`src/rtl/core/hrlp_pkg.sv`:
```
package hrlp_pkg;

    typedef struct packed {
        logic [7:0] line_byte;
        logic       restart;
    } t_in_beat;

    typedef struct packed {
        logic [1:0] kind;
        logic [7:0] path_byte;
        logic [1:0] method_code;
        logic [1:0] version_code;
    } t_out_beat;

    localparam logic [1:0] KIND_PATH   = 2'd0;
    localparam logic [1:0] KIND_ACCEPT = 2'd1;
    localparam logic [1:0] KIND_BAD    = 2'd2;

    localparam logic [1:0] METHOD_GET    = 2'd0;
    localparam logic [1:0] METHOD_POST   = 2'd1;
    localparam logic [1:0] METHOD_DELETE = 2'd2;

    localparam logic [1:0] VERSION_0_9 = 2'd0;
    localparam logic [1:0] VERSION_1_0 = 2'd1;
    localparam logic [1:0] VERSION_1_1 = 2'd2;

    typedef enum logic [15:0] {
        PH_START = 16'h0001,
        PH_METHOD = 16'h0002,
        PH_SLASH = 16'h0004,
        PH_PATH = 16'h0008,
        PH_H = 16'h0010,
        PH_T1 = 16'h0020,
        PH_T2 = 16'h0040,
        PH_P = 16'h0080,
        PH_SEP = 16'h0100,
        PH_HBAD = 16'h0200,
        PH_MAJOR = 16'h0400,
        PH_DOT = 16'h0800,
        PH_MINOR = 16'h1000,
        PH_CR = 16'h2000,
        PH_LF = 16'h4000,
        PH_DONE = 16'h8000
    } t_phase;

    typedef struct packed {
        t_phase     phase;
        logic [2:0] method_length;
        logic [2:0] method_match_flags;
        logic [1:0] method_found;
        logic [3:0] major_digit;
        logic [1:0] version_found;
    } t_parse_state;

    localparam t_parse_state STATE_RESET = '{
        phase: PH_START,
        method_length: 3'd0,
        method_match_flags: 3'b111,
        method_found: 2'd0,
        major_digit: 4'd0,
        version_found: 2'd0
    };

endpackage

```
`src/rtl/core/hrlp_step.sv`:
```
module hrlp_step
    import hrlp_pkg::*;
(
    input  t_parse_state i_state,
    input  t_in_beat     i_beat,
    output t_parse_state o_state,
    output logic         o_res_valid,
    output t_out_beat    o_res
);

    localparam logic [7:0] CH_CR    = 8'h0d;
    localparam logic [7:0] CH_LF    = 8'h0a;
    localparam logic [7:0] CH_SP    = 8'h20;
    localparam logic [7:0] CH_SLASH = 8'h2f;
    localparam logic [7:0] CH_DOT   = 8'h2e;
    localparam logic [7:0] CH_H     = 8'h48;
    localparam logic [7:0] CH_T     = 8'h54;
    localparam logic [7:0] CH_P     = 8'h50;
    localparam logic [7:0] CH_A     = 8'h41;
    localparam logic [7:0] CH_Z     = 8'h5a;
    localparam logic [7:0] CH_0     = 8'h30;
    localparam logic [7:0] CH_9     = 8'h39;

    function automatic logic [7:0] get_char(input logic [2:0] idx);
        logic [7:0] c;
        unique case (idx)
            3'd0:    c = 8'h47;
            3'd1:    c = 8'h45;
            default: c = 8'h54;
        endcase
        return c;
    endfunction

    function automatic logic [7:0] post_char(input logic [2:0] idx);
        logic [7:0] c;
        unique case (idx)
            3'd0:    c = 8'h50;
            3'd1:    c = 8'h4f;
            3'd2:    c = 8'h53;
            default: c = 8'h54;
        endcase
        return c;
    endfunction

    function automatic logic [7:0] delete_char(input logic [2:0] idx);
        logic [7:0] c;
        unique case (idx)
            3'd0:    c = 8'h44;
            3'd1:    c = 8'h45;
            3'd2:    c = 8'h4c;
            3'd3:    c = 8'h45;
            3'd4:    c = 8'h54;
            default: c = 8'h45;
        endcase
        return c;
    endfunction

    t_parse_state s;
    logic [7:0]   b;
    logic [2:0]   fed_flags;
    logic [2:0]   fed_len;
    logic         is_digit;
    logic [3:0]   digit;

    assign s        = i_beat.restart ? STATE_RESET : i_state;
    assign b        = i_beat.line_byte;
    assign is_digit = (b >= CH_0) && (b <= CH_9);
    assign digit    = 4'(b - CH_0);

    always_comb begin
        fed_flags = s.method_match_flags;
        if (s.method_length >= 3'd3 || b != get_char(s.method_length)) begin
            fed_flags[0] = 1'b0;
        end
        if (s.method_length >= 3'd4 || b != post_char(s.method_length)) begin
            fed_flags[1] = 1'b0;
        end
        if (s.method_length >= 3'd6 || b != delete_char(s.method_length)) begin
            fed_flags[2] = 1'b0;
        end
        fed_len = (s.method_length == 3'd7) ? 3'd7 : s.method_length + 3'd1;
    end

    always_comb begin
        logic bad;
        bad         = 1'b0;
        o_state     = s;
        o_res_valid = 1'b0;
        o_res       = '0;
        unique case (s.phase)
            PH_START: begin
                if (b != CH_CR && b != CH_LF) begin
                    if (b < CH_A || b > CH_Z) begin
                        bad = 1'b1;
                    end else begin
                        o_state.method_match_flags = fed_flags;
                        o_state.method_length      = fed_len;
                        o_state.phase              = PH_METHOD;
                    end
                end
            end
            PH_METHOD: begin
                if (b != CH_SP) begin
                    o_state.method_match_flags = fed_flags;
                    o_state.method_length      = fed_len;
                end else begin
                    priority if (s.method_match_flags[0] && s.method_length == 3'd3) begin
                        o_state.method_found = METHOD_GET;
                        o_state.phase        = PH_SLASH;
                    end else if (s.method_match_flags[1] && s.method_length == 3'd4) begin
                        o_state.method_found = METHOD_POST;
                        o_state.phase        = PH_SLASH;
                    end else if (s.method_match_flags[2] && s.method_length == 3'd6) begin
                        o_state.method_found = METHOD_DELETE;
                        o_state.phase        = PH_SLASH;
                    end else begin
                        bad = 1'b1;
                    end
                end
            end
            PH_SLASH: begin
                if (b != CH_SLASH) begin
                    bad = 1'b1;
                end else begin
                    o_state.phase   = PH_PATH;
                    o_res_valid     = 1'b1;
                    o_res.kind      = KIND_PATH;
                    o_res.path_byte = b;
                end
            end
            PH_PATH: begin
                if (b == CH_SP) begin
                    o_state.phase = PH_H;
                end else begin
                    o_res_valid     = 1'b1;
                    o_res.kind      = KIND_PATH;
                    o_res.path_byte = b;
                end
            end
            PH_H: begin
                if (b != CH_H) begin
                    bad = 1'b1;
                end else begin
                    o_state.phase = PH_T1;
                end
            end
            PH_T1, PH_T2, PH_P, PH_SEP, PH_HBAD: begin
                priority if (s.phase == PH_T1 && b == CH_T) begin
                    o_state.phase = PH_T2;
                end else if (s.phase == PH_T2 && b == CH_T) begin
                    o_state.phase = PH_P;
                end else if (s.phase == PH_P && b == CH_P) begin
                    o_state.phase = PH_SEP;
                end else if (s.phase == PH_SEP && b == CH_SLASH) begin
                    o_state.phase = PH_MAJOR;
                end else if (b == CH_T || b == CH_P) begin
                    o_state.phase = PH_HBAD;
                end else begin
                    bad = 1'b1;
                end
            end
            PH_MAJOR: begin
                if (!is_digit) begin
                    bad = 1'b1;
                end else begin
                    o_state.major_digit = digit;
                    o_state.phase       = PH_DOT;
                end
            end
            PH_DOT: begin
                if (b != CH_DOT) begin
                    bad = 1'b1;
                end else begin
                    o_state.phase = PH_MINOR;
                end
            end
            PH_MINOR: begin
                priority if (!is_digit) begin
                    bad = 1'b1;
                end else if (s.major_digit == 4'd0 && digit == 4'd9) begin
                    o_state.version_found = VERSION_0_9;
                    o_state.phase         = PH_CR;
                end else if (s.major_digit == 4'd1 && digit == 4'd0) begin
                    o_state.version_found = VERSION_1_0;
                    o_state.phase         = PH_CR;
                end else if (s.major_digit == 4'd1 && digit == 4'd1) begin
                    o_state.version_found = VERSION_1_1;
                    o_state.phase         = PH_CR;
                end else begin
                    bad = 1'b1;
                end
            end
            PH_CR: begin
                if (b != CH_CR) begin
                    bad = 1'b1;
                end else begin
                    o_state.phase = PH_LF;
                end
            end
            PH_LF: begin
                if (b != CH_LF) begin
                    bad = 1'b1;
                end else begin
                    o_state.phase      = PH_DONE;
                    o_res_valid        = 1'b1;
                    o_res.kind         = KIND_ACCEPT;
                    o_res.method_code  = s.method_found;
                    o_res.version_code = s.version_found;
                end
            end
            PH_DONE: begin
                o_state = s;
            end
            default: begin
                o_state = s;
            end
        endcase
        if (bad) begin
            o_state.phase = PH_DONE;
            o_res_valid   = 1'b1;
            o_res         = '0;
            o_res.kind    = KIND_BAD;
        end
    end

endmodule

```
`src/rtl/core/hrlp_out_buf.sv`:
```
module hrlp_out_buf
    import hrlp_pkg::*;
(
    input  logic      i_clk,
    input  logic      i_rst_n,
    input  logic      i_load,
    input  t_out_beat i_beat,
    input  logic      i_out_stall,
    output logic      o_free,
    output logic      o_out_valid,
    output t_out_beat o_out_beat
);

    logic      r_valid;
    t_out_beat r_beat;

    assign o_free      = !r_valid || !i_out_stall;
    assign o_out_valid = r_valid;
    assign o_out_beat  = r_beat;

    always_ff @(posedge i_clk) begin
        if (!i_rst_n) begin
            r_valid <= 1'b0;
        end else if (i_load) begin
            r_valid <= 1'b1;
        end else if (!i_out_stall) begin
            r_valid <= 1'b0;
        end
    end

    always_ff @(posedge i_clk) begin
        if (i_load) begin
            r_beat <= i_beat;
        end
    end

endmodule

```
`src/rtl/core/http_request_line_parser.sv`:
```
// channel | valid      | stall       | beat
// input   | i_in_valid | o_in_stall  | i_in_beat  (line_byte, restart)
// output  | o_out_valid| i_out_stall | o_out_beat (kind, path_byte, method_code, version_code)
//
// one byte per cycle while the output is not stalled
// the input register feeds the per-byte phase update, which writes the output register
// i_rst_n low for one clock returns the parser to line start and empties both registers
// a stalled output holds its beat; the input stalls only while the input register is
// full and the output register can neither drain nor take a new result
module http_request_line_parser
    import hrlp_pkg::*;
(
    input  logic      i_clk,
    input  logic      i_rst_n,
    input  logic      i_in_valid,
    output logic      o_in_stall,
    input  t_in_beat  i_in_beat,
    output logic      o_out_valid,
    input  logic      i_out_stall,
    output t_out_beat o_out_beat
);

    logic         r_in_valid;
    t_in_beat     r_in_beat;
    t_parse_state r_state;
    t_parse_state n_state;
    logic         res_valid;
    t_out_beat    res_beat;
    logic         out_free;
    logic         advance;

    assign advance    = r_in_valid && out_free;
    assign o_in_stall = r_in_valid && !out_free;

    always_ff @(posedge i_clk) begin
        if (!i_rst_n) begin
            r_in_valid <= 1'b0;
        end else if (!o_in_stall) begin
            r_in_valid <= i_in_valid;
        end
    end

    always_ff @(posedge i_clk) begin
        if (!o_in_stall) begin
            r_in_beat <= i_in_beat;
        end
    end

    always_ff @(posedge i_clk) begin
        if (!i_rst_n) begin
            r_state <= STATE_RESET;
        end else if (advance) begin
            r_state <= n_state;
        end
    end

    hrlp_step u_step (
        .i_state    (r_state),
        .i_beat     (r_in_beat),
        .o_state    (n_state),
        .o_res_valid(res_valid),
        .o_res      (res_beat)
    );

    hrlp_out_buf u_out (
        .i_clk      (i_clk),
        .i_rst_n    (i_rst_n),
        .i_load     (advance && res_valid),
        .i_beat     (res_beat),
        .i_out_stall(i_out_stall),
        .o_free     (out_free),
        .o_out_valid(o_out_valid),
        .o_out_beat (o_out_beat)
    );

endmodule

```
`config.mk`:
```
export PLATFORM = sky130hd
export DESIGN_NAME = http_request_line_parser
export DESIGN_NICKNAME = d
export VERILOG_FILES = /design/src/rtl/core/hrlp_pkg.sv /design/src/rtl/core/hrlp_step.sv /design/src/rtl/core/hrlp_out_buf.sv /design/src/rtl/core/http_request_line_parser.sv
export SDC_FILE = /design/constraint.sdc
export NUM_CORES = 1
export LEC_CHECK = 0
export ABC_AREA = 1
export BUFFER_PORTS_ARGS = -buffer_cell sky130_fd_sc_hd__buf_2
export CAP_MARGIN = 20
export CORE_MARGIN = 2
export CORE_UTILIZATION = 40
export CTS_BUF_LIST = sky130_fd_sc_hd__clkbuf_4
export CTS_CLUSTER_SIZE = 30
export DETAILED_ROUTE_END_ITERATION = 7
export GPL_TIMING_DRIVEN = 0
export SYNTH_ARGS = -nofsm -noshare
export SYNTH_HDL_FRONTEND = slang
export SYNTH_SLANG_ARGS = --single-unit
```
`constraint.sdc`:
```
create_clock -name i_clk -period 2.4 [get_ports i_clk]
set_input_delay 0.48 -clock i_clk [delete_from_list [all_inputs] [get_ports i_clk]]
set_output_delay 0.48 -clock i_clk [all_outputs]
set_load 0.02 [all_outputs]
```
==> impl_metrics.ini <==
[synth]
synth_warnings = 0
synth_edf_count = 23
synth_top_cell_by_area = edfxtp_1
synth_area_leaders = edfxtp_1, dfxtp_1, nand2_1
ys_seq_area_frac = 0.325
synth_top_area_share = 0.169
synthCells = 608
yosysMostFrequentCell = nand2_1
synth_seq_cells = 55
syn_nets = 625
avgSynthCellArea_um2 = 6.73
async_reset_ff_frac = 0
synth_commonest_cells = nand2_1, inv_1, nor2_1
synth_ff_type = dfxtp_1
yosys.cell_types.count = 42
syn_area_mm2 = 0.00409

[layout]
nFillCells = 920
final_layout_size_suffix_gt1_frac = 0.358
regArea_mm2 = 0.00133
n_antenna_cell = 0
area_growth_pct = 35.0
multi_input_area_mm2 = 0.00275
final_nets = 722

[global_route]
grt_pass1_vias = 4261
grt.overflow.total = 0
track_usage = 0.237
grt_pass1_wl_um = 21000
grt_antenna_before_repair = 0
grt_max_degree = 18

[timing]
fin_crit_ns = 2.55
finClkSkew_ns = 0.00452
tns_ns = -3.29
setup_ws_ns = -0.151
finalMaxSlewViolations = 0
hold_viol_final = 0
max_freq_mhz = 392
post-route-period-util = 1.06
worstMarginPinSlew_ns = 0.774
slew-limit-headroom = 0.484
fin_hold_ws_ns = 0.239
setup_viol = 30
rsz0062_at_grt = yes

[power]
leakage_uw = 0.00246
cellPowerDensity_mw_per_mm2 = 473
p_total_uw = 2610
ir_drop_mv = 0.227

[die]
die_h_um = 105
start_util = 0.415
dieArea_mm2 = 0.0111
pin_count = 29
core_area_mm2 = 0.00986
die_w_um = 105
placementRows = 36

[placed_design]
hpwlAfterDp_um = 9330
io_buffers = 28
place.gp.congestion = 0.960
place_ws_ns = -0.801

[route]
drt_iter0_markers = 428
vias_per_cell = 5.42
dr.pass1.iters = 6
vias = 4545
wl_um = 13600
ant_nets = 0
avgRoutedWirePerCell_um = 16.2
drc_errors = 0

[critical_path]
crit_type = flip-flop to flip-flop
end_kind = flip-flop
start_kind = flip-flop
crit_required_ns = 2.54
critPathArrivalTime_ns = 2.69
crit_fanout = 8

[clocking]
cts.clk_slew.worst_paths_ns = 0.17
cts_hold_buf = 0
cts_buffer_depth = 2
clock_latency_ns = 0.40
cts_made_buffers = 5
h-tree-depth = 2
cts-root-buf = clkbuf_4
cts.sink_count = 55
cts_tree = yes

[worst_hold_path]
min_path_type = input port to flip-flop

[status]
outcome = finished with violations
violations = setup timing

[flow_run]
maxCapViolCount = 0
metal layers:
layer | wire length (um) | GRT usage
met1 | 5950 | 0.320
met2 | 6480 | 0.398
met3 | 984 | 0.0312
met4 | 218 | 0.0610
met5 | 0 | 0
worst max-delay path, cell delays in order (launching register included):
cell,delay [ns]
edfxtp_1,0.50
buf_6,0.18
buf_6,0.12
nor2_4,0.11
nand2_4,0.07
inv_2,0.06
nand2_2,0.07
nor2_4,0.14
buf_4,0.14
nand4_1,0.12
nand3_2,0.12
nand3_2,0.10
nand3_4,0.10
nor2_4,0.06
nand2_2,0.06
nand2_2,0.07
clkinvlp_4,0.13
buf_8,0.14
worst paths after layout:
path / start / endpoint / slack [ns] / cells after the start
setup / recovery: r_in_beat[0] / u_out.o_out_beat[5] / -0.15 / 17
hold / removal: i_in_beat[7] / r_in_beat[7] / 0.24 / 1
setup reg to reg: r_in_beat[0] / u_out.o_out_beat[5] / -0.15 / 17
hold reg to reg: r_state[8] / r_state[8] / 0.50 / 2
state kept, by name (all words and copies together), names as in the netlist:
register and cells:
r_state 30, u_out.o_out_beat 14, u_out.o_out_valid 1, r_in_valid 1, r_in_beat 9
per-stage QoR:
| stage | cells | util | area (um2) |
|---|---|---|---|
| after floorplan | 608 | - | 4110 |
| after global placement | 769 | 0.447 | 4410 |
| after detailed placement | 769 | 0.447 | 4410 |
| after CTS | 814 | 0.511 | 5040 |
| after global routing | 839 | 0.560 | 5520 |
| final | 839 | 0.560 | 5520 |
layout by cell type (no fill, tap or decap), drive strengths merged, types with 2 or more instances in the layout:
cell type and count:
nor2 74, nand3 48, o2111ai 3, clkinvlp 2
ha 4, dfxtp 32, nand2 168, nand4 25
nor3 19, nand3b 2, inv 83, a22oi 2
a221oi 2, edfxtp 23, a211oi 2, o211ai 4
buf 99, clkinv 4, o21a 2, a21oi 39
o21ai 50, clkbuf 13
cell type report:
cell class	count	share of cell area
Buffer	16	0.0283
Clock buffer	6	0.00816
Clock inverter	2	0.00680
Inverter	88	0.0623
Multi-Input combinational cell	449	0.499
Sequential cell	55	0.241
Tap cell	133	0.0301
Timing Repair Buffer	90	0.125
logic make-up (layout without fill, tap and decap cells):
family,count (synthesis),in the layout,synth area share
buffers and inverters,104,202,0.106
adder cells (fa/ha/maj),4,4,0.0122
XOR/XNOR,1,1,0.00214
AO/OA/AOI/OAI,107,107,0.159
flip-flops,55,55,0.325
AND/OR/NAND/NOR,337,337,0.396
report_power, final:
| part | total, uW | switching (uW) | internal (uW) |
|---|---|---|---|
| clock | 556 | 325 | 231 |
| sequential | 1080 | 45.3 | 1030 |
| combinational | 978 | 586 | 393 |
| total | 2610 | 956 | 1660 |
timing repair:
action / 4_1_cts / 5_1_grt
resized for setup: 71 / 75
cloned: 1 / 1
pin swaps: 16 / 33
buffers inserted: 36 / 24
endpoints found under the setup margin: 41 / 44
Note: power is estimated with default switching activity, not from simulation.
